--- src/rtl/core/roc_pr_area_evaluator_defines.svh ---
// Assertion macros for the area evaluator RTL.
// No dependencies; included by roc_back, the module that carries assertions.
`ifndef ROC_PR_AREA_EVALUATOR_DEFINES_SVH
`define ROC_PR_AREA_EVALUATOR_DEFINES_SVH
`ifndef SYNTHESIS
`define ROC_ASSERT_IMPL(lbl, clk, rst_n, ante, cons) \
	lbl: assert property (@(posedge clk) disable iff (!rst_n) (ante) |-> (cons)) \
		else $error("assertion failed");
`define ROC_ASSERT_NEXT(lbl, clk, rst_n, ante, cons) \
	lbl: assert property (@(posedge clk) disable iff (!rst_n) (ante) |=> (cons)) \
		else $error("assertion failed");
`else
`define ROC_ASSERT_IMPL(lbl, clk, rst_n, ante, cons)
`define ROC_ASSERT_NEXT(lbl, clk, rst_n, ante, cons)
`endif
`endif

--- src/rtl/core/roc_pkg.sv ---
// Shared constants and types for the ROC / PR area evaluator.
// No dependencies.
`default_nettype none
package roc_pkg;
	localparam int MAX_SAMPLES = 1024;
	localparam int SCORE_BITS  = 16;
	localparam int IN_SCORE_W  = 16;
	localparam int AREA_W      = 17;
	localparam int STATUS_W    = 2;
	localparam int ADDR_W      = $clog2(MAX_SAMPLES);
	localparam int CNT_W       = $clog2(MAX_SAMPLES + 1);
	localparam int ACC_W       = 2 * CNT_W;
	localparam int PREC_W      = 33;
	localparam int PR_W        = CNT_W + 34;
	localparam int DIV_W       = 2 * CNT_W;
	localparam int NUM_W       = (CNT_W + 32 > ACC_W + 16) ? CNT_W + 32 : ACC_W + 16;
	localparam int FQ_DEPTH    = 4;
	localparam int FQ_PTR_W    = $clog2(FQ_DEPTH);

	localparam logic [STATUS_W-1:0] ST_OK      = 2'd0;
	localparam logic [STATUS_W-1:0] ST_NO_POS  = 2'd1;
	localparam logic [STATUS_W-1:0] ST_NO_NEG  = 2'd2;
	localparam logic [STATUS_W-1:0] ST_DROPPED = 2'd3;

	typedef struct packed {
		logic [SCORE_BITS-1:0] score;
		logic                  label;
		logic                  last;
		logic                  drop;
	} item_t;

	typedef struct packed {
		logic             start;
		logic [NUM_W-1:0] num;
		logic [DIV_W-1:0] den;
	} div_req_t;

	typedef struct packed {
		logic             done;
		logic [NUM_W-1:0] quo;
	} div_rsp_t;
endpackage
`default_nettype wire

--- src/rtl/core/roc_front.sv ---
// Input side: takes words, marks those past capacity, queues them for the back end.
// Depends on roc_pkg.
`default_nettype none
module roc_front (
	input  wire logic                           clk,
	input  wire logic                           arst_n,
	input  wire logic                           push,
	output logic                                full,
	input  wire logic [roc_pkg::IN_SCORE_W-1:0] score,
	input  wire logic                           label,
	input  wire logic                           last,
	output logic                                item_valid,
	output roc_pkg::item_t                      item,
	input  wire logic                           item_pop
);
	import roc_pkg::*;

	item_t               fq_q [FQ_DEPTH];
	logic [FQ_PTR_W-1:0] wr_q;
	logic [FQ_PTR_W-1:0] rd_q;
	logic [FQ_PTR_W:0]   fill_q;
	logic [CNT_W-1:0]    kept_q;
	logic                acc;
	logic                deq;
	item_t               ent;

	assign full       = fill_q == (FQ_PTR_W+1)'(FQ_DEPTH);
	assign item_valid = fill_q != '0;
	assign acc        = push && !full;
	assign deq        = item_pop && item_valid;
	assign item       = fq_q[rd_q];

	always_comb begin
		ent.score = score[SCORE_BITS-1:0];
		ent.label = label;
		ent.last  = last;
		ent.drop  = kept_q == CNT_W'(MAX_SAMPLES);
	end

	always_ff @(posedge clk or negedge arst_n) begin
		if (!arst_n) begin
			wr_q   <= '0;
			rd_q   <= '0;
			fill_q <= '0;
			kept_q <= '0;
		end else begin
			if (acc) begin
				wr_q <= wr_q + 1'b1;
				if (last)
					kept_q <= '0;
				else if (!ent.drop)
					kept_q <= kept_q + 1'b1;
			end
			if (deq)
				rd_q <= rd_q + 1'b1;
			if (acc && !deq)
				fill_q <= fill_q + 1'b1;
			else if (deq && !acc)
				fill_q <= fill_q - 1'b1;
		end
	end

	always_ff @(posedge clk) begin
		if (acc)
			fq_q[wr_q] <= ent;
	end
endmodule
`default_nettype wire

--- config.mk ---
export PLATFORM = sky130hd
export DESIGN_NAME = roc_front
export DESIGN_NICKNAME = d
export VERILOG_FILES = /design/src/rtl/core/roc_pr_area_evaluator_defines.svh /design/src/rtl/core/roc_pkg.sv /design/src/rtl/core/roc_front.sv
export SDC_FILE = /design/constraint.sdc
export NUM_CORES = 1
export LEC_CHECK = 0
export ABC_AREA = 1
export BUFFER_PORTS_ARGS = -buffer_cell sky130_fd_sc_hd__buf_4
export CAP_MARGIN = 20
export CORE_UTILIZATION = 50
export DETAILED_ROUTE_END_ITERATION = 10
export HOLD_SLACK_MARGIN = 0.05
export PLACE_DENSITY = 0.68
export SKIP_CTS_REPAIR_TIMING = 1
export SLEW_MARGIN = 10
export SYNTH_ARGS = -nofsm -noshare
export SYNTH_HDL_FRONTEND = slang
export SYNTH_SLANG_ARGS = --single-unit
--- constraint.sdc ---
create_clock -name clk -period 2.55 [get_ports clk]
set_input_delay 0.51 -clock clk [delete_from_list [all_inputs] [get_ports clk]]
set_output_delay 0.51 -clock clk [all_outputs]
set_load 0.02 [all_outputs]
Word-level counts from Yosys, hierarchy flattened
Memories as Yosys holds them, arrays and structs flattened.
Index checks and enable logic that the tools add are counted.
{ "classes": {"n_addsub": 5, "n_eq_ne": 3, "mux": 6, "reduce_logical": 10} }
{ "ops": {"columns": ["cell", "n"], "rows": [
  ["11-bit two-way mux", 2],
  ["11-bit by 1-bit adder with 11-bit output, second input constant", 1],
  ["11-bit equality test, second input constant", 1],
  ["3-bit two-way mux", 2],
  ["2-bit by 1-bit adder with 2-bit output, second input constant", 2],
  ["1-bit logical AND", 4],
  ["3-bit by 1-bit adder with 3-bit output, second input constant", 1],
  ["3-bit equality test, second input constant", 1],
  ["1-bit zero test", 3],
  ["3-bit nonzero test", 1],
  ["3-bit by 1-bit subtractor with 3-bit output, second input constant", 1],
  ["1-bit two-way mux", 2],
  ["2-bit != test, second input constant", 1],
  ["2-bit AND reduction", 1],
  ["2-bit nonzero test", 1]
]} }
{ "totals": {"register_bits": 18, "ramBits": 76, "in_bits": 22, "out_inout_bits": 21, "wordCells": 29, "memories": 1} }
{ "mem_list": {"columns": ["memory", "words", "word_bits", "rd", "rd_clocked_by_memory_dff", "write_ports", "line", "rtl"], "rows": [
  ["fq_q", 4, 19, 1, 0, 1, "roc_front.sv:18", "item_t fq_q [FQ_DEPTH];"]
]} }

Depth between registers and ports, before layout
Gate-level depths: netlist of run 1.
{ "logic_depth": {"ltp_word": 7, "mapped_depth": 9, "depth_no_buf": 9} }

Worst setup path before layout of run 1
OpenSTA, ideal clock, no wires.
{ "synth_timing": {"path_type": "input to register", "from": "input port push", "to": "memory fq_q[0][0] (netlist name), enable pin", "setup_ps": 395, "arrival_time_ps": 1705, "t_required_ps": 2155, "slack_ps": 450, "path_stages": 4, "path_buffers": 0, "path_cell_list": "inv_1 nor2_4 inv_1 nor2_1"} }
{ "synth_via": {"elab_chain_len": 3} }
{ "synth_lines": {"columns": ["element", "line", "rtl"], "rows": [
  ["from (decl)", "roc_front.sv:7", "input wire logic push,"],
  ["1-bit logical AND", "roc_front.sv:29", "assign acc = push && !full;"],
  ["net acc", "roc_front.sv:23", "logic acc;"],
  ["1-bit two-way mux", "roc_front.sv:64", "if (acc)"],
  ["1-bit two-way mux (implied by the code)", "roc_front.sv:65", "fq_q[wr_q] <= ent;"],
  ["to (decl)", "roc_front.sv:18", null]
]} }
The timed path passes the listed nets, and every way through them passes these cells.

==> out/metrics.yaml, run 1 <==
status: "finished clean"
dr_total_vias: 2559
hold-path-endpoint: "fq_q[1][17]"
htree_levels: 3
fmax_mhz: 455
ir_drop_uv: 556
maxSlewHeadroom_pct: 62.8
clock-sinks: 94
required_ps: 2040
dp_hpwl_mm: 4.74
antenna_left: 0
synthesis.nets: 362
gp_congestion: 0.770
drt_iter0_drc: 102
ys_ff_latch: 94
drive_gt1_share_pct: 21.1
maxCapViolCount: 0
initial_core_util_pct: 51.4
critPathLaunchType: "flop"
hp-start: "score[14]"
fin_skew_ps: 15.3
ff_latch_area_um2: 2730
worst_path_max_delay_cell: "inv_1"
finalCritPeriodShare_pct: 86.2
path_cells: "inv_1 -> o21ai_0 -> o22ai_1 -> buf_4"
synth_seq_area_share_pct: 69.2
synth_top_area_share_pct: 57.8
die_x_um: 90.9
antenna_found_initial: 0
setup_slack_ps: 353
drt_wl_total_mm: 7.37
hold_path.class: "in2reg"
die-area_um2: 8260
placeableCoreArea_um2: 7690
rows: 32
post-route-util_pct: 60.5
dpl_worst_slack_ps: 495
postPlaceCellArea_um2: 4420
area.growth.synth_to_final_pct: 17.8
num_io_pins: 43
n_antenna_cell: 0
syn_area_um2: 3950
slew_violations: 0
p_total_mw: 5.18
numCtsBuffers: 9
synth_cell_type_count: 29
tightest_slew_ps: 557
cts_root_buffer: "clkbuf_8"
first_global_vias: 2554
globalRouteMet3Util_pct: 3.79
vias_per_cell: 5.22
syn_inst: 332
portBuffers: 42
clk_latency_ps: 360
crit_path_end_kind: "output port"
wl_per_cell_um: 15.0
die_h_um: 90.9
n_fill_cell: 638
grt_max_degree: 40
hold_viol_final: 0
r2r_slack_ps: 570
setup_violations: 0
critPathMaxFanout: 19
syn_avg_cell_area_um2: 11.9
synthTopCellsByArea: "edfxtp_1 58%, dfrtp_1 11%, o21ai_0 5.6%"
multi_input_area_um2: 1060
tns_ps: 0
crit_type: "reg2out"
dpl.cell_count: 473
use_met2_pct: 31.4
grt_pass1_wl_mm: 12.1
gr-usage-met1_pct: 24.3
whs_ps: 344
cts_tree: "yes"
synth_warnings: 0
final_nets: 413
r2r_start: "fill_q[0]"
synth_top_area_cell: "edfxtp_1"
rsz0062_at_grt: "no"
dr.pass1.iters: 5
cp_num_buf_inv: 2
p_leak_nw: 1.77
slowest_delay_ps: 410
track_usage_pct: 19.0
power.density_nw_per_um2: 1110
clk_path_buf_depth: 2
holdPathStages: 1
grt-ovfl-total: 0
finalNonFillerCells: 490
rr_worst_depth: 6
cpLargestDelayFamily: "buffers and inverters"
gr-max-usage-layer: "met2"
path_clk_slew_ps: 90
worst_ep_arrival_time_ps: 1690
post-route-min-period_ps: 2200
finalInstanceArea_um2: 4650
drc: 0
r2r_end: "fill_q[1]"
routing by layer:
metal	part of all wire, %	vias up
met4	2.2	0
li1	-	1264
met2	49	55
met5	0	-
met1	45	1224
met3	3.8	16
report_power, final:
part           switching, mW  internal (mW)  leakage, nW
logic                   1.25          0.739        0.735
registers              0.120           2.00        0.931
clock network          0.520          0.559        0.104
placed cells by master, fill, tap and decap left out, types with 3 or more instances in the layout:
cell / count
nor2_2: 7
nand3_1: 15
nor2_1: 44
inv_1: 25
dfrtp_1: 18
buf_4: 51
edfxtp_1: 76
ha_1: 7
o21ai_1: 6
nand2_1: 37
o22ai_1: 19
clkbuf_8: 9
o21ai_0: 44
xor2_1: 3
synth_stat cells:
library cell,instances
nor3_1,1
dfrtp_1,18
buf_2,3
inv_1,25
clkinv_1,1
nor3_4,1
nor2_4,1
a21oi_1,2
clkbuf_1,8
nand2_1,37
nand3_2,1
or2_2,2
nor2_2,3
nor3_2,1
nand2_4,1
ha_1,7
o21ai_0,44
mux2_2,1
and2_1,2
fa_1,1
edfxtp_1,76
nand3_1,15
xor2_1,3
xnor2_1,2
o211ai_1,1
o22ai_1,19
o21ai_1,6
nor2_1,48
buf_6,2
worst max-delay path by stage:
stage	from	to	slack (ps)	cells past startpoint
after floorplan	push	fq_q[0][0]	450	4
after global placement	push	fill_q[2]	540	9
after detailed placement	push	fill_q[2]	490	9
after CTS	rd_q[1]	item[17]	310	4
after global routing	rd_q[1]	item[17]	170	4
final	rd_q[1]	item[17]	350	4
final cells by class:
| type | count | area share [%] |
|---|---|---|
| clock buffer | 10 | 2.74 |
| clock inverter | 6 | 1.99 |
| timing repair buffer | 53 | 8.88 |
| tap | 102 | 2.74 |
| sequential | 94 | 58.7 |
| inverter | 26 | 2.10 |
| multi-input combinational | 199 | 22.8 |
worst reg2reg max path, delay by kind of cell (launching register included):
kind                       cells  cell delay, ps
muxes                          1             260
adders and majority gates      2             620
DFF                            1             450
buffers and inverters          1              90
and+or+nand+nor                2             440
cells by family after synthesis:
kind of cell               synth area share (%)
AOI/OAI and AO/OA                          9.79
and+or+nand+nor                            12.7
xor gates and xnor gates                   1.11
DFF                                        69.2
adders and majority gates                  2.72
muxes                                     0.285
buffers and inverters                      4.18
sequential cells by signal, summed over array words and instances, names as in the netlist:
register,cells
rd_q,2
fq_q,76
fill_q,3
kept_q,11
wr_q,2
(Power assumes the default switching activity.)
==> run 2: changes to the inputs <==
Settings changed: PLACE_DENSITY 0.68 to 0.78, RECOVER_POWER from default to 100.
==> run 2 against run 1 <==
  * Setup slack worse by 170 ps
  * Cell area down 5.0%
  * Global-route usage down 0.39 points
  * Largest cell class unchanged
  * Hold slack better by 66 ps
  * Critical endpoint is now item[8]
  * Clock-buffer cell count unchanged
==> out/metrics.yaml, run 2 (synthesis gave the netlist of run 1 again) <==
status: "finished clean"  # unchanged
htree_levels: 3  # unchanged
reg_top3: "fq_q (76), kept_q (11), fill_q (3)"  # unchanged
drc: 0  # unchanged
portBuffers: 42  # unchanged
top_register: "fq_q"  # unchanged
antenna_found_initial: 0  # unchanged
gp_congestion: 0.763  # was 0.770
post-route-min-period_ps: 2370  # was 2200 ps
dpl.cell_count: 474  # was 473
numCtsBuffers: 9  # unchanged
crit_path_end_kind: "output port"  # unchanged
cts_root_buffer: "clkbuf_8"  # unchanged
p_leak_nw: 1.60  # was 1.77 nW
rows: 32  # unchanged
die_x_um: 90.9  # unchanged
tightest_slew_ps: 964  # was 557 ps
hold_path.class: "in2reg"  # unchanged
critPathMaxFanout: 19  # unchanged
critPathLaunchType: "flop"  # unchanged
finalInstanceArea_um2: 4420  # was 4650 um^2
clock-sinks: 94  # unchanged
drt_wl_total_mm: 7.23  # was 7.37 mm
maxCapViolCount: 0  # unchanged
grt_max_degree: 23  # was 40
fin_skew_ps: 9.69  # was 15.3 ps
whs_ps: 410  # was 344 ps
placeableCoreArea_um2: 7690  # unchanged
final_cell_mix: "76 x edfxtp_1, 50 x nor2_1, 49 x o21ai_0"  # was 76 x edfxtp_1, 51 x buf_4, 44 x nor2_1, 44 x o21ai_0, 37 x nand2_1
finalNonFillerCells: 491  # was 490
dr.pass1.iters: 4  # was 5
dpl_worst_slack_ps: 489  # was 495 ps
initial_core_util_pct: 51.4  # unchanged
largest_reg_flops: 76  # unchanged
dp_hpwl_mm: 4.59  # was 4.74 mm
antenna_left: 0  # unchanged
crit_type: "reg2out"  # unchanged
hold_viol_final: 0  # unchanged
power.density_nw_per_um2: 1090  # was 1110 nW/um^2
clk_latency_ps: 360  # about the same
path_clk_slew_ps: 80  # was 90 ps
clk_path_buf_depth: 2  # unchanged
die_h_um: 90.9  # unchanged
area.growth.synth_to_final_pct: 11.9  # was 17.8%
fmax_mhz: 423  # was 455 MHz
grt-ovfl-total: 0  # unchanged
n_antenna_cell: 0  # unchanged
worst_ep_arrival_time_ps: 1860  # was 1690 ps
final_common_cell: "edfxtp_1"  # unchanged
grt_pass1_wl_mm: 11.6  # was 12.1 mm
maxSlewHeadroom_pct: 35.8  # was 62.8%
required_ps: 2040  # about the same
finalCritPeriodShare_pct: 92.8  # was 86.2%
drt_iter0_drc: 145  # was 102
multi_input_area_um2: 1020  # was 1060 um^2
ff_latch_area_um2: 2730  # unchanged
dr_total_vias: 2550  # was 2559
ir_drop_uv: 645  # was 556 uV
first_global_vias: 2482  # was 2554
wl_per_cell_um: 14.7  # was 15.0 um
drive_gt1_share_pct: 8.23  # was 21.1%
postPlaceCellArea_um2: 4420  # about the same
final_nets: 414  # was 413
setup_violations: 0  # unchanged
tns_ps: 0  # unchanged
setup_slack_ps: 183  # was 353 ps
vias_per_cell: 5.19  # was 5.22
num_io_pins: 43  # unchanged
die-area_um2: 8260  # unchanged
slew_violations: 0  # unchanged
rsz0062_at_grt: "no"  # unchanged
cts_tree: "yes"  # unchanged
n_fill_cell: 676  # was 638
track_usage_pct: 18.6  # was 19.0%
run 2: cell count changes in the layout (fill, tap and decap cells not counted), moves of 5 or more:
cell / before / now
clkbuf_1: 1 / 43
buf_4: 51 / 10
nor2_1: 44 / 50
nor2_2: 7 / 2
o21ai_0: 44 / 49
o21ai_1: 6 / 1
run 2: final timing paths:
check	start	endpoint	slack, ps	cells after the start
worst max-delay path	rd_q[1]	item[8]	180	4
worst min-delay path	item_pop	rd_q[0]	410	3
worst max register to register	fill_q[2]	fq_q[2][4]	290	6
worst min register to register	wr_q[0]	wr_q[0]	550	1
max in group asynchronous	arst_n	kept_q[7]	1140	2
min in group asynchronous	arst_n	fill_q[1]	820	2
run 2: power by group:
part | internal (mW) | switching [mW]
clock | 0.458 | 0.504
combinational | 0.515 | 1.24
sequential | 2.00 | 0.115
run 2: metrics by stage:
| step | util, % | total power [mW] |
|---|---|---|
| floorplan | - | 3.38 |
| global placement | 57.5 | 4.11 |
| detailed placement | 57.5 | 4.16 |
| CTS | 60.0 | 5.13 |
| global route | 57.5 | 5.13 |
| finish | 57.5 | 4.83 |
run 2: worst max-delay path, cell delays in order (launching register included):
cell      delay (ps)
dfrtp_1          380
inv_1            430
o21ai_0          200
o22ai_1          230
clkbuf_1         260
run 2: final cells by class:
cell class	count	area share, %
clock buffer	10	2.89
clock inverter	6	1.53
inverter	26	2.21
sequential	94	61.9
tap	102	2.89
multi-input combinational	199	23.0
timing repair buffer	54	5.61
run 2: per-layer routing:
metal | global-route usage [%] | up-vias | part of all wire [%]
li1 | - | 1266 | -
met1 | 22.9 | 1221 | 44
met2 | 30.3 | 55 | 49
met3 | 5.39 | 8 | 4.9
met4 | 8.86 | 0 | 1.4
met5 | 0 | - | 0
