File: src/rtl/core/roc_pr_area_evaluator_defines.svh
// Assertion macros for the area evaluator RTL.
// No dependencies; included by roc_back, the module that carries assertions.
`ifndef ROC_PR_AREA_EVALUATOR_DEFINES_SVH
`define ROC_PR_AREA_EVALUATOR_DEFINES_SVH
`ifndef SYNTHESIS
`define ROC_ASSERT_IMPL(lbl, clk, rst_n, ante, cons) \
	lbl: assert property (@(posedge clk) disable iff (!rst_n) (ante) |-> (cons)) \
		else $error("assertion failed");
`define ROC_ASSERT_NEXT(lbl, clk, rst_n, ante, cons) \
	lbl: assert property (@(posedge clk) disable iff (!rst_n) (ante) |=> (cons)) \
		else $error("assertion failed");
`else
`define ROC_ASSERT_IMPL(lbl, clk, rst_n, ante, cons)
`define ROC_ASSERT_NEXT(lbl, clk, rst_n, ante, cons)
`endif
`endif

File: src/rtl/core/roc_pkg.sv
// Shared constants and types for the ROC / PR area evaluator.
// No dependencies.
`default_nettype none
package roc_pkg;
	localparam int MAX_SAMPLES = 1024;
	localparam int SCORE_BITS  = 16;
	localparam int IN_SCORE_W  = 16;
	localparam int AREA_W      = 17;
	localparam int STATUS_W    = 2;
	localparam int ADDR_W      = $clog2(MAX_SAMPLES);
	localparam int CNT_W       = $clog2(MAX_SAMPLES + 1);
	localparam int ACC_W       = 2 * CNT_W;
	localparam int PREC_W      = 33;
	localparam int PR_W        = CNT_W + 34;
	localparam int DIV_W       = 2 * CNT_W;
	localparam int NUM_W       = (CNT_W + 32 > ACC_W + 16) ? CNT_W + 32 : ACC_W + 16;
	localparam int FQ_DEPTH    = 4;
	localparam int FQ_PTR_W    = $clog2(FQ_DEPTH);

	localparam logic [STATUS_W-1:0] ST_OK      = 2'd0;
	localparam logic [STATUS_W-1:0] ST_NO_POS  = 2'd1;
	localparam logic [STATUS_W-1:0] ST_NO_NEG  = 2'd2;
	localparam logic [STATUS_W-1:0] ST_DROPPED = 2'd3;

	typedef struct packed {
		logic [SCORE_BITS-1:0] score;
		logic                  label;
		logic                  last;
		logic                  drop;
	} item_t;

	typedef struct packed {
		logic             start;
		logic [NUM_W-1:0] num;
		logic [DIV_W-1:0] den;
	} div_req_t;

	typedef struct packed {
		logic             done;
		logic [NUM_W-1:0] quo;
	} div_rsp_t;
endpackage
`default_nettype wire

File: src/rtl/core/roc_div.sv
// Restoring divider, one quotient bit per cycle.
// Depends on roc_pkg.
`default_nettype none
module roc_div (
	input  wire logic              clk,
	input  wire logic              arst_n,
	input  wire roc_pkg::div_req_t req,
	output roc_pkg::div_rsp_t      rsp
);
	import roc_pkg::*;

	localparam int DC_W = $clog2(NUM_W + 1);

	logic [NUM_W-1:0] num_q;
	logic [NUM_W-1:0] quo_q;
	logic [DIV_W-1:0] den_q;
	logic [DIV_W-1:0] rem_q;
	logic [DC_W-1:0]  cnt_q;
	logic             busy_q;
	logic             done_q;
	logic [DIV_W:0]   trial;
	logic             ge;

	assign trial = {rem_q, num_q[NUM_W-1]};
	assign ge    = trial >= {1'b0, den_q};

	always_ff @(posedge clk or negedge arst_n) begin
		if (!arst_n) begin
			busy_q <= 1'b0;
			done_q <= 1'b0;
			cnt_q  <= '0;
		end else begin
			done_q <= 1'b0;
			if (req.start) begin
				busy_q <= 1'b1;
				cnt_q  <= DC_W'(NUM_W);
			end else if (busy_q) begin
				cnt_q <= cnt_q - 1'b1;
				if (cnt_q == DC_W'(1)) begin
					busy_q <= 1'b0;
					done_q <= 1'b1;
				end
			end
		end
	end

	always_ff @(posedge clk) begin
		if (req.start) begin
			num_q <= req.num;
			den_q <= req.den;
			rem_q <= '0;
			quo_q <= '0;
		end else if (busy_q) begin
			num_q <= {num_q[NUM_W-2:0], 1'b0};
			quo_q <= {quo_q[NUM_W-2:0], ge};
			rem_q <= ge ? DIV_W'(trial - {1'b0, den_q}) : trial[DIV_W-1:0];
		end
	end

	assign rsp.done = done_q;
	assign rsp.quo  = quo_q;
endmodule
`default_nettype wire

File: config.mk
export PLATFORM = sky130hd
export DESIGN_NAME = roc_div
export DESIGN_NICKNAME = d
export VERILOG_FILES = /design/src/rtl/core/roc_pr_area_evaluator_defines.svh /design/src/rtl/core/roc_pkg.sv /design/src/rtl/core/roc_div.sv
export SDC_FILE = /design/constraint.sdc
export NUM_CORES = 1
export LEC_CHECK = 0
export ABC_AREA = 1
export BUFFER_PORTS_ARGS = -buffer_cell sky130_fd_sc_hd__clkbuf_2
export CORE_ASPECT_RATIO = 1.75
export CORE_MARGIN = 3
export CORE_UTILIZATION = 35
export DETAILED_ROUTE_END_ITERATION = 6
export HOLD_SLACK_MARGIN = 0.12
export PLACE_DENSITY_LB_ADDON = 0.08
export SLEW_MARGIN = 20
export SYNTH_ARGS = -nofsm -noshare
export SYNTH_HDL_FRONTEND = slang
export SYNTH_SLANG_ARGS = --single-unit
File: constraint.sdc
create_clock -name clk -period 2.75 [get_ports clk]
set_input_delay 0.55 -clock clk [delete_from_list [all_inputs] [get_ports clk]]
set_output_delay 0.55 -clock clk [all_outputs]
set_load 0.1 [all_outputs]
Word level (Yosys, flattened, before mapping)
Cells that the tools add are included.
{ "word_totals": {"in_bits": 68, "word_cells": 23, "output_inout_bits": 44, "register_bits": 138} }
{ "classes": {"n_eq_ne": 1, "muxes": 11, "reduce_logical": 1, "addsub": 2, "order_cmp": 1} }
{ "op_table": {"columns": ["operator", "count"], "rows": [
  ["43-bit two-way mux", 2],
  ["23-bit by 22-bit greater-or-equal comparator with 1-bit output", 1],
  ["22-bit two-way mux", 1],
  ["22-bit subtractor", 1],
  ["6-bit two-way mux", 2],
  ["6-bit by 1-bit equality test with 1-bit output, second input constant", 1],
  ["1-bit two-way mux", 6],
  ["6-bit by 1-bit subtractor with 6-bit output, second input constant", 1],
  ["2-bit nonzero test", 1]
]} }

Longest topological paths before layout
Gate-level depths: netlist of the first run.
{ "logic_depth": {"ltp_word": 4, "mapped_depth": 16, "depth_no_buf": 15} }

Worst setup path before layout of the first run
No wires, ideal clock.
{ "synth_timing": {"path_kind": "input-to-reg", "start": "input req[65] in the netlist's numbering", "end": "register num_q[0] (enable)", "setup_ns": 0.425, "t_required_ns": 2.325, "n_path_buf": 2, "path_stages": 4, "t_arrival_ns": 2.348, "slack_ns": -0.023, "cell_sequence": "clkbuf_1 > nor2_1 > inv_2 > clkbuf_1"} }
{ "synth_via": {"elab_chain_cells": 1} }
{ "synth_lines": {"columns": ["item", "line_no", "source"], "rows": [
  ["from (decl)", "roc_div.sv:7", "input wire roc_pkg::div_req_t req,"],
  ["2-bit nonzero test (no source line)", null, null],
  ["to (signal assigned)", "roc_div.sv:49", "num_q <= req.num;"],
  ["to (signal assigned)", "roc_div.sv:54", "num_q <= {num_q[NUM_W-2:0], 1'b0};"],
  ["to (decl)", "roc_div.sv:14", "logic [NUM_W-1:0] num_q;"]
]} }
No other way between the ends.
A chain may end at the register's enable or synchronous reset.

Final worst setup path of the first run
{ "layout_timing": {"start": "register den_q[15]", "end": "register rem_q[13]"} }
{ "layout_via": {"elab_chain_cells": 2} }
{ "layout_lines": {"columns": ["item", "line_no", "source"], "rows": [
  ["from (decl)", "roc_div.sv:16", "logic [DIV_W-1:0] den_q;"],
  ["from (signal assigned)", "roc_div.sv:50", "den_q <= req.den;"],
  ["23-bit by 22-bit greater-or-equal comparator with 1-bit output", "roc_div.sv:25", "assign ge = trial >= {1'b0, den_q};"],
  ["22-bit two-way mux", "roc_div.sv:56", "rem_q <= ge ? DIV_W'(trial - {1'b0, den_q}) : trial[DIV_W-1:0];"],
  ["to (signal assigned)", "roc_div.sv:56", null],
  ["to (decl)", "roc_div.sv:17", "logic [DIV_W-1:0] rem_q;"]
]} }
No other way between the ends.

==> results.yml, run 1 <==
route:
  drt-wirelength-per-cell_um: 14.5
  dr.first_iter.drc_count: 199
  route.vias.total: 5708
  ant_nets: 0
  wl_um: 18000
  drc: 0
  firstDrtPassIters: 4
  viasPerCell: 4.59
worst_hold_path:
  min_path_cells: 1
  hold_path_class: "input port to flip-flop"
worst_setup_path:
  ff2ff_path_depth: 11
  crit_path_end_kind: "flip-flop"
  start_kind: "flip-flop"
  cp.required_ps: 3060
  cp.arrival_ps: 2590
  worstPathMaxFanout: 24
  path_class: "flip-flop to flip-flop"
  ff2ff_setup_slack_ps: 470
timing:
  post-route-period-util_pct: 82.9
  max_clock_freq_mhz: 439
  relSlewSlack_pct: 48.8
  hold_violations: 0
  slew_violations: 0
  layout_min_cycle_time_ps: 2280
  setup-violations-final: 0
  rsz0062_at_grt: "no"
  fin_skew_ps: 10.6
  worst_pin_slew_ps: 767
  fin_tns_setup_ps: 0
global_routing:
  grt_pass1_wl_um: 28400
  grt_pass1_vias: 5684
  grt.total_usage_pct: 16.9
  grt_remaining_overflow: 0
  antenna_found_initial: 1
  grt_max_degree: 53
yosys:
  synth-edff-count: 65
  syn_avg_cell_area_um2: 7.93
  ys.flop_type: "edfxtp_1"
  async_flop_share_pct: 5.80
  syn_inst: 878
  synth_cell_types: 38
  syn_nets: 971
  ys_warn_count: 0
  ys_seq_area_share_pct: 49.6
  netlist_area_mm2: 0.00696
  ys_seq_elements: 138
die:
  core_mm2: 0.0194
  die_area_mm2: 0.0217
  die_x_um: 113
  num_rows: 67
  die_y_um: 193
  io_pins: 112
  start_util_pct: 36.0
clocking:
  clock_latency_ps: 420
  root_buffer: "clkbuf_16"
  cts_resized: 0
  clk_path_buf_depth: 2
  tritoncts.num_buffers: 17
  cts_tree: "done"
  clkTransAtPathRegs_ps: 60
  cts.sinks: 138
  h-tree-depth: 4
placed_design:
  hpwlAfterDp_um: 13400
  gp_congestion: 0.906
  port_buffers: 111
finish:
  final_cell_mix: "310 x nand2_1, 146 x inv_1, 110 x clkbuf_2"
  nets: 1081
  syn_to_final_growth_pct: 19.0
  drive_gt1_share_pct: 18.4
  final_common_cell: "nand2_1"
flow_run:
  cap_violations: 0
power_and_ir_drop:
  ir_drop_uv: 698
  p_total_mw: 7.71
  leakagePower_nw: 4.13
  power_per_cell_area_mw_per_mm2: 930
outcome:
  status: "completed"
==> per-stage QoR <==
| step | utilization (%) | setup slack (ps) | cells | instance area [um2] | hold slack (ps) |
|---|---|---|---|---|---|
| floorplan | - | 714 | 878 | 6960 | 254 |
| global placement | 39.9 | 420 | 1209 | 7740 | 415 |
| detailed placement | 39.9 | 401 | 1209 | 7740 | 416 |
| CTS | 42.8 | 396 | 1242 | 8280 | 275 |
| global route | 42.8 | 269 | 1243 | 8290 | 276 |
| finish | 42.8 | 470 | 1243 | 8290 | 298 |
==> state kept, by name (all words and copies together) (netlist names) <==
name	flops
rem_q	22
num_q	43
den_q	22
quo_q	43
busy_q	1
done_q	1
cnt_q	6
==> per-layer routing <==
metal / track usage, % / wire [um] / vias to the layer above
met4: 7.40 / 548 / 0
met5: 0 / 0 / -
met2: 32.4 / 9810 / 102
met1: 16.8 / 6990 / 2576
li1: - / - / 3002
met3: 4.27 / 683 / 28
==> worst paths after layout <==
| path | start | to |
|---|---|---|
| max | den_q[15]$_DFFE_PP_ | rem_q[13]$_SDFFE_PP0P_ |
| min in group asynchronous | arst_n | cnt_q[4]$_DFFE_PN0P_ |
| min reg2reg | quo_q[42]$_SDFFE_PP0P_ | quo_q[42]$_SDFFE_PP0P_ |
| min | req[0] | den_q[0]$_DFFE_PP_ |
| max in group asynchronous | arst_n | cnt_q[1]$_DFFE_PN0P_ |
| max reg2reg | den_q[15]$_DFFE_PP_ | rem_q[13]$_SDFFE_PP0P_ |
==> cell usage after synthesis, types with 2 or more instances <==
| cell | count | share of area [%] |
|---|---|---|
| a21oi_1 | 22 | 1.6 |
| buf_2 | 3 | 0.22 |
| buf_4 | 3 | 0.32 |
| buf_6 | 5 | 0.81 |
| clkbuf_1 | 18 | 0.97 |
| clkinv_1 | 3 | 0.16 |
| dfrtp_1 | 8 | 2.9 |
| dfxtp_1 | 65 | 19 |
| edfxtp_1 | 65 | 28 |
| ha_1 | 24 | 4.3 |
| inv_1 | 146 | 7.9 |
| inv_2 | 10 | 0.54 |
| nand2_1 | 310 | 17 |
| nand2_2 | 7 | 0.63 |
| nand3_1 | 53 | 3.8 |
| nand3_2 | 3 | 0.43 |
| nand3b_1 | 8 | 0.86 |
| nand4_1 | 7 | 0.63 |
| nor2_1 | 27 | 1.5 |
| nor2_2 | 4 | 0.36 |
| nor2_4 | 2 | 0.32 |
| nor3_1 | 6 | 0.43 |
| o21ai_0 | 7 | 0.50 |
| o21ai_1 | 6 | 0.43 |
| o21ai_2 | 5 | 0.63 |
| o21bai_1 | 2 | 0.22 |
| o22ai_1 | 41 | 3.7 |
| xnor2_1 | 8 | 1.0 |
==> layout make-up <==
class	instances	area [um2]
timing repair buffer	121	646
tap	241	302
fill	2087	11100
inverter	159	598
clock inverter	10	67.6
clock buffer	22	469
antenna	1	2.50
sequential	138	3450
multi-input combinational	551	2750
==> logic make-up (layout without fill, tap and decap cells) <==
logic type / count (synthesis) / after routing / share of synthesized area (%)
compound gates: 85 / 85 / 7.28
xor+xnor: 9 / 9 / 1.13
other cells: 0 / 1 / 0
fa+ha+maj: 25 / 25 / 4.60
flops: 138 / 138 / 49.6
simple gates: 432 / 432 / 26.5
buf+inv: 189 / 312 / 10.9
==> worst max-delay path, stage by stage (launching register included) <==
cell and delay, ps:
edfxtp_1 320, inv_1 50, ha_1 380, nand2_1 140
inv_2 80, nand2_1 110, nor4_2 310, nand2_4 290
nand2_8 270, nand3_1 110, nand3_1 80, nand2_1 40
==> report_power, final <==
| part | switching (mW) | leakage, nW | internal (mW) |
|---|---|---|---|
| registers | 0.155 | 1.31 | 2.43 |
| logic | 1.94 | 2.55 | 1.07 |
| clock network | 0.896 | 0.271 | 1.22 |
==> what timing repair did <==
item,CTS,global route
endpoints found under the setup margin,0,0
hold buffers,1,0
setup buffers,0,0
hold endpoints to repair,8,0
Power figures use the tool's default switching activity.
==> run 2: changes to the inputs <==
- ABC_AREA: 1 -> 0
- clock period: 2.75 -> 2.1 ns (I/O delays scaled with it)
==> run 2 against run 1 <==
The run now ends with setup timing left; maximum frequency down 11%; routed wire length down 10%; critical path depth unchanged; clock power up 34%; largest power group is now sequential cells; utilization up 5.9 points; non-clock buffer count up 84; clock skew down 2.6 ps; synthesized area down 5.7%; combinational power down 45%; via count down 11%; total power down 1.5%; setup slack worse by 940 ps.
==> results.yml, run 2 <==
clocking:
  clock_latency_ps: 420
  h-tree-depth: 4
  tritoncts.num_buffers: 17
  cts_tree: "done"
  cts.sinks: 138
  clkTransAtPathRegs_ps: 60
  root_buffer: "clkbuf_16"
  clk_path_buf_depth: 2
worst_setup_path:
  max_stage_delay_ps: 390
  ff2ff_path_depth: 11
  slowest_stage: "edfxtp_1"
  ff2ff_setup_slack_ps: -470
  cp.required_ps: 2410
  path_class: "flip-flop to flip-flop"
  reg2reg_from: "num_q[42]$_DFFE_PP_"
  cp.arrival_ps: 2880
  crit_chain: "inv_1 > ha_2 > inv_2 > fa_2 > a21o_1 > a221oi_4 > a211oi_2 > or2_1 > or3b_1 > a31oi_1 > o31ai_1"
  worstPathMaxFanout: 2
  crit_path_end_kind: "flip-flop"
  start_kind: "flip-flop"
  r2r-end: "rem_q[14]$_SDFFE_PP0P_"
yosys:
  synth_cell_types: 57
  netlist_area_mm2: 0.00656
  yosysTopAreaCell: "edfxtp_1"
  syn_inst: 582
  synth.area.top_cells: "edfxtp_1 30%, dfxtp_1 20%, mux2i_1 8.4%"
  synth-edff-count: 65
  syn_nets: 675
  ys_top_cells_by_count: "76 x nor2_1, 65 x dfxtp_1, 65 x edfxtp_1, 55 x mux2i_1, 42 x mux2_2"
  ys_seq_elements: 138
  syn_avg_cell_area_um2: 11.3
  yosysMostFrequentCell: "nor2_1"
  async_flop_share_pct: 5.80
  ys_warn_count: 0
  synth_top_cell_area_share_pct: 29.7
  ys.flop_type: "edfxtp_1"
  ys_seq_area_share_pct: 52.6
route:
  wl_um: 16200
  dr.first_iter.drc_count: 182
  ant_nets: 0
  drt-wirelength-per-cell_um: 15.9
  viasPerCell: 4.99
  drc: 0
  firstDrtPassIters: 4
  route.vias.total: 5107
global_routing:
  grt_pass1_vias: 5415
  antenna_found_initial: 0
  grt_max_degree: 51
  grt_pass1_wl_um: 26300
  grt_remaining_overflow: 0
  grt.total_usage_pct: 16.6
timing:
  hold_violations: 0
  fin_tns_setup_ps: -6350
  slew_violations: 0
  fin_skew_ps: 7.95
  post-route-period-util_pct: 122
  worst_pin_slew_ps: 567
  max_clock_freq_mhz: 389
  layout_setup_ws_ps: -470
  setup-violations-final: 23
  relSlewSlack_pct: 61.7
  rsz0062_at_grt: "yes"
  layout_min_cycle_time_ps: 2570
  whs_ps: 172
power_and_ir_drop:
  leakagePower_nw: 4.18
  power_per_cell_area_mw_per_mm2: 857
  p_total_mw: 7.59
  ir_drop_uv: 577
placed_design:
  dp_slack_ps: -451
  hpwlAfterDp_um: 11800
  place_area_mm2: 0.00805
  port_buffers: 111
  gp_congestion: 0.875
  place_inst: 983
outcome:
  status: "complete, but fails checks"
  violations: "setup timing"
finish:
  finalInstanceArea_mm2: 0.00886
  drive_gt1_share_pct: 40.1
  post_layout_nonfiller_instances: 1023
  post-route-util_pct: 48.6
  n_antenna_cell: 0
  reg.largest.list: "num_q x43, quo_q x43"
  nets: 870
  final_common_cell: "clkbuf_2"
  final_cell_mix: "110 x clkbuf_2, 83 x buf_4, 73 x nor2_1"
  syn_to_final_growth_pct: 35.0
flow_run:
  cap_violations: 0
die:
  die_x_um: 110
  die_y_um: 187
  core_mm2: 0.0182
  io_pins: 112
  start_util_pct: 36.0
  num_rows: 65
  die_area_mm2: 0.0205
worst_hold_path:
  hold_path_class: "input port to flip-flop"
  min_path_cells: 1
  holdPathEnd: "den_q[19]$_DFFE_PP_"
  min_from: "req[19]"
[run 2: cell count changes after synthesis, moves of 16 or more]
cell / previous run / this run
mux2i_1: 0 / 55
nand2_1: 310 / 26
o22ai_1: 41 / 2
nand3_1: 53 / 6
a211oi_1: 0 / 16
inv_1: 146 / 31
nor2_1: 27 / 76
mux2_2: 0 / 42
[run 2: final cells by class]
cell class              count  area (um2)
flip-flops and latches    138        3460
repair buffers            205        1360
fillers                  1753        9360
clock buffers              24         522
well taps                 234         293
inverters                  31         120
multi-input cells         384        3080
clock inverters             7        36.3
[run 2: critical path, delay by kind of cell, from the launching register on]
kind            cells  cell delay (ps)
simple gates        2              590
buf+inv             2              110
compound gates      5              870
flops               1              390
fa+ha+maj           2              520
[run 2: timing repair]
item,4_1_cts,5_1_grt
gates cloned,1,0
hold endpoints to repair,8,0
setup buffers,5,3
resized for setup,28,12
setup endpoints to repair,23,23
pin swaps,7,12
hold buffers,1,0
[run 2: worst max-delay path by stage]
stage	slack [ps]	start	cells past startpoint	endpoint
2_1_floorplan	-420	num_q[42]$_DFFE_PP_	11	rem_q[14]$_SDFFE_PP0P_
3_3_place_gp	-440	num_q[42]$_DFFE_PP_	11	rem_q[14]$_SDFFE_PP0P_
3_5_place_dp	-450	num_q[42]$_DFFE_PP_	11	rem_q[14]$_SDFFE_PP0P_
4_1_cts	-450	num_q[42]$_DFFE_PP_	11	rem_q[14]$_SDFFE_PP0P_
5_1_grt	-590	num_q[42]$_DFFE_PP_	13	rem_q[18]$_SDFFE_PP0P_
6_report	-470	num_q[42]$_DFFE_PP_	11	rem_q[14]$_SDFFE_PP0P_
[run 2: logic make-up after synthesis]
| logic type | synth area share, % |
|---|---|
| compound gates | 10.4 |
| buf+inv | 3.77 |
| mux | 15.6 |
| xor+xnor | 2.40 |
| flops | 52.6 |
| simple gates | 10.4 |
| fa+ha+maj | 4.88 |
[run 2: layer usage]
layer | track usage [%] | routed length (um) | up-vias
li1 | - | - | 2493
met1 | 16.6 | 5860 | 2467
met3 | 4.32 | 664 | 32
met2 | 30.7 | 9250 | 115
met5 | 0 | 0 | -
met4 | 7.78 | 456 | 0
[run 2: power breakdown]
part,internal (mW),switching [mW]
Combinational,0.869,0.783
Sequential,3.02,0.0894
Clock,1.72,1.11
==> run 3: changes to the inputs <==
- CTS_BUF_LIST: default -> sky130_fd_sc_hd__clkbuf_16
==> run 3 against run 2 <==
The flow still finishes with violations (setup timing); routed wire length grew 0.12%; clock power down 4%; via count up 0.31%; flip-flop and latch count unchanged; die area unchanged; final area down 0.31%; clock skew about the same; non-clock buffer count unchanged; setup slack worse by 0.51 ps; utilization shrank 0.15 points; first-iteration DRC count rose by 1.1%; critical path type unchanged; critical endpoint unchanged; largest cell class unchanged; largest power group unchanged.
==> results.yml, run 3 (synthesis gave the netlist of run 2 again) <==
flow_run:
  cap_violations: 0
timing:
  hold_violations: 0
  max_clock_freq_mhz: 389
  fin_skew_ps: 7.76
  post-route-period-util_pct: 122
  worst_pin_slew_ps: 567
  whs_ps: 172
  fin_tns_setup_ps: -6360
  relSlewSlack_pct: 61.7
  layout_min_cycle_time_ps: 2570
  slew_violations: 0
  setup-violations-final: 23
  rsz0062_at_grt: "yes"
  layout_setup_ws_ps: -470
clocking:
  root_buffer: "clkbuf_16"
  tritoncts.num_buffers: 17
  h-tree-depth: 4
  cts_tree: "done"
  clock_latency_ps: 420
  cts.sinks: 138
  clk_path_buf_depth: 2
  clkTransAtPathRegs_ps: 60
outcome:
  violations: "setup timing"
  status: "complete, but fails checks"
placed_design:
  port_buffers: 111
  place_inst: 983
  gp_congestion: 0.875
  hpwlAfterDp_um: 11800
  dp_slack_ps: -451
global_routing:
  grt_remaining_overflow: 0
  grt_pass1_vias: 5414
  grt_max_degree: 51
  antenna_found_initial: 0
  grt_pass1_wl_um: 26300
  grt.total_usage_pct: 16.6
route:
  viasPerCell: 5.01
  drc: 0
  firstDrtPassIters: 4
  route.vias.total: 5123
  drt-wirelength-per-cell_um: 15.9
  ant_nets: 0
  wl_um: 16200
  dr.first_iter.drc_count: 184
finish:
  nFillCells: 1754
  final_cell_mix: "110 x clkbuf_2, 83 x buf_4, 73 x nor2_1"
  syn_to_final_growth_pct: 34.6
  n_antenna_cell: 0
  reg.largest.list: "num_q x43, quo_q x43"
  post_layout_nonfiller_instances: 1023
  drive_gt1_share_pct: 39.7
  final_common_cell: "clkbuf_2"
  nets: 870
  post-route-util_pct: 48.5
die:
  die_x_um: 110
  core_mm2: 0.0182
  start_util_pct: 36.0
  io_pins: 112
  die_area_mm2: 0.0205
  die_y_um: 187
  num_rows: 65
worst_setup_path:
  cp.arrival_ps: 2880
  start_kind: "flip-flop"
  slowest_stage: "edfxtp_1"
  crit_path_end_kind: "flip-flop"
  cp_num_buf_inv: 2
  crit_family: "compound AO/OA/AOI/OAI gates"
  max_stage_delay_ps: 390
  crit_chain: "inv_1 > ha_2 > inv_2 > fa_2 > a21o_1 > a221oi_4 > a211oi_2 > or2_1 > or3b_1 > a31oi_1 > o31ai_1"
  worstPathMaxFanout: 2
  path_class: "flip-flop to flip-flop"
  cp.required_ps: 2410
power_and_ir_drop:
  leakagePower_nw: 4.18
  ir_drop_uv: 577
  power_per_cell_area_mw_per_mm2: 846
worst_hold_path:
  hold_path_class: "input port to flip-flop"
[run 3: layout make-up]
class | instances | area [um2] | area share [%]
sequential | 138 | 3460 | 39.1
timing repair buffer | 205 | 1360 | 15.4
inverter | 31 | 120 | 1.36
clock inverter | 12 | 55.1 | 0.623
clock buffer | 19 | 475 | 5.38
tap | 234 | 293 | 3.31
multi-input combinational | 384 | 3080 | 34.8
[run 3: repair_timing]
item,CTS,global route
resized for setup,28,12
hold buffers,1,0
pin swaps,7,12
endpoints found under the setup margin,23,23
buffers inserted,5,3
gates cloned,1,0
endpoints found under the hold margin,8,0
[run 3: per-stage QoR]
step | total power [mW] | instance area [um2]
final | 7.48 | 8830
after global routing | 7.87 | 8830
after CTS | 7.56 | 8760
after detailed placement | 4.67 | 8050
after global placement | 4.65 | 8050
after floorplan | 4.03 | 6640
[run 3: routing by layer]
metal,up-vias,part of all wire (%),GRT usage [%]
met3,32,4.1,4.32
met1,2481,36,16.6
met5,-,0,0
li1,2495,-,-
met2,115,57,30.7
met4,0,2.8,7.78
[run 3: power by group]
group / leakage, nW / internal (mW) / total [mW] / switching [mW]
combinational: 2.61 / 0.869 / 1.65 / 0.783
clock: 0.284 / 1.61 / 2.71 / 1.10
sequential: 1.29 / 3.02 / 3.11 / 0.0895
total: 4.18 / 5.50 / 7.48 / 1.98
[run 3: worst register-to-register path: stages, from the launching register on]
cell      delay, ps
edfxtp_1        390
inv_1            70
ha_2            180
inv_2            40
fa_2            340
a21o_1          230
a221oi_4        270
a211oi_2        120
or2_1           240
or3b_1          350
a31oi_1         170
o31ai_1          80
[run 3: worst paths after layout]
path,startpoint,to,slack (ps),cells after the start
max in group asynchronous,arst_n,busy_q$_DFF_PN0_,1500,2
hold reg to reg,rem_q[21]$_SDFFE_PP0P_,rem_q[21]$_SDFFE_PP0P_,480,2
setup / recovery,num_q[42]$_DFFE_PP_,rem_q[14]$_SDFFE_PP0P_,-470,11
hold / removal,req[19],den_q[19]$_DFFE_PP_,170,1
setup reg to reg,num_q[42]$_DFFE_PP_,rem_q[14]$_SDFFE_PP0P_,-470,11
min in group asynchronous,arst_n,busy_q$_DFF_PN0_,390,2
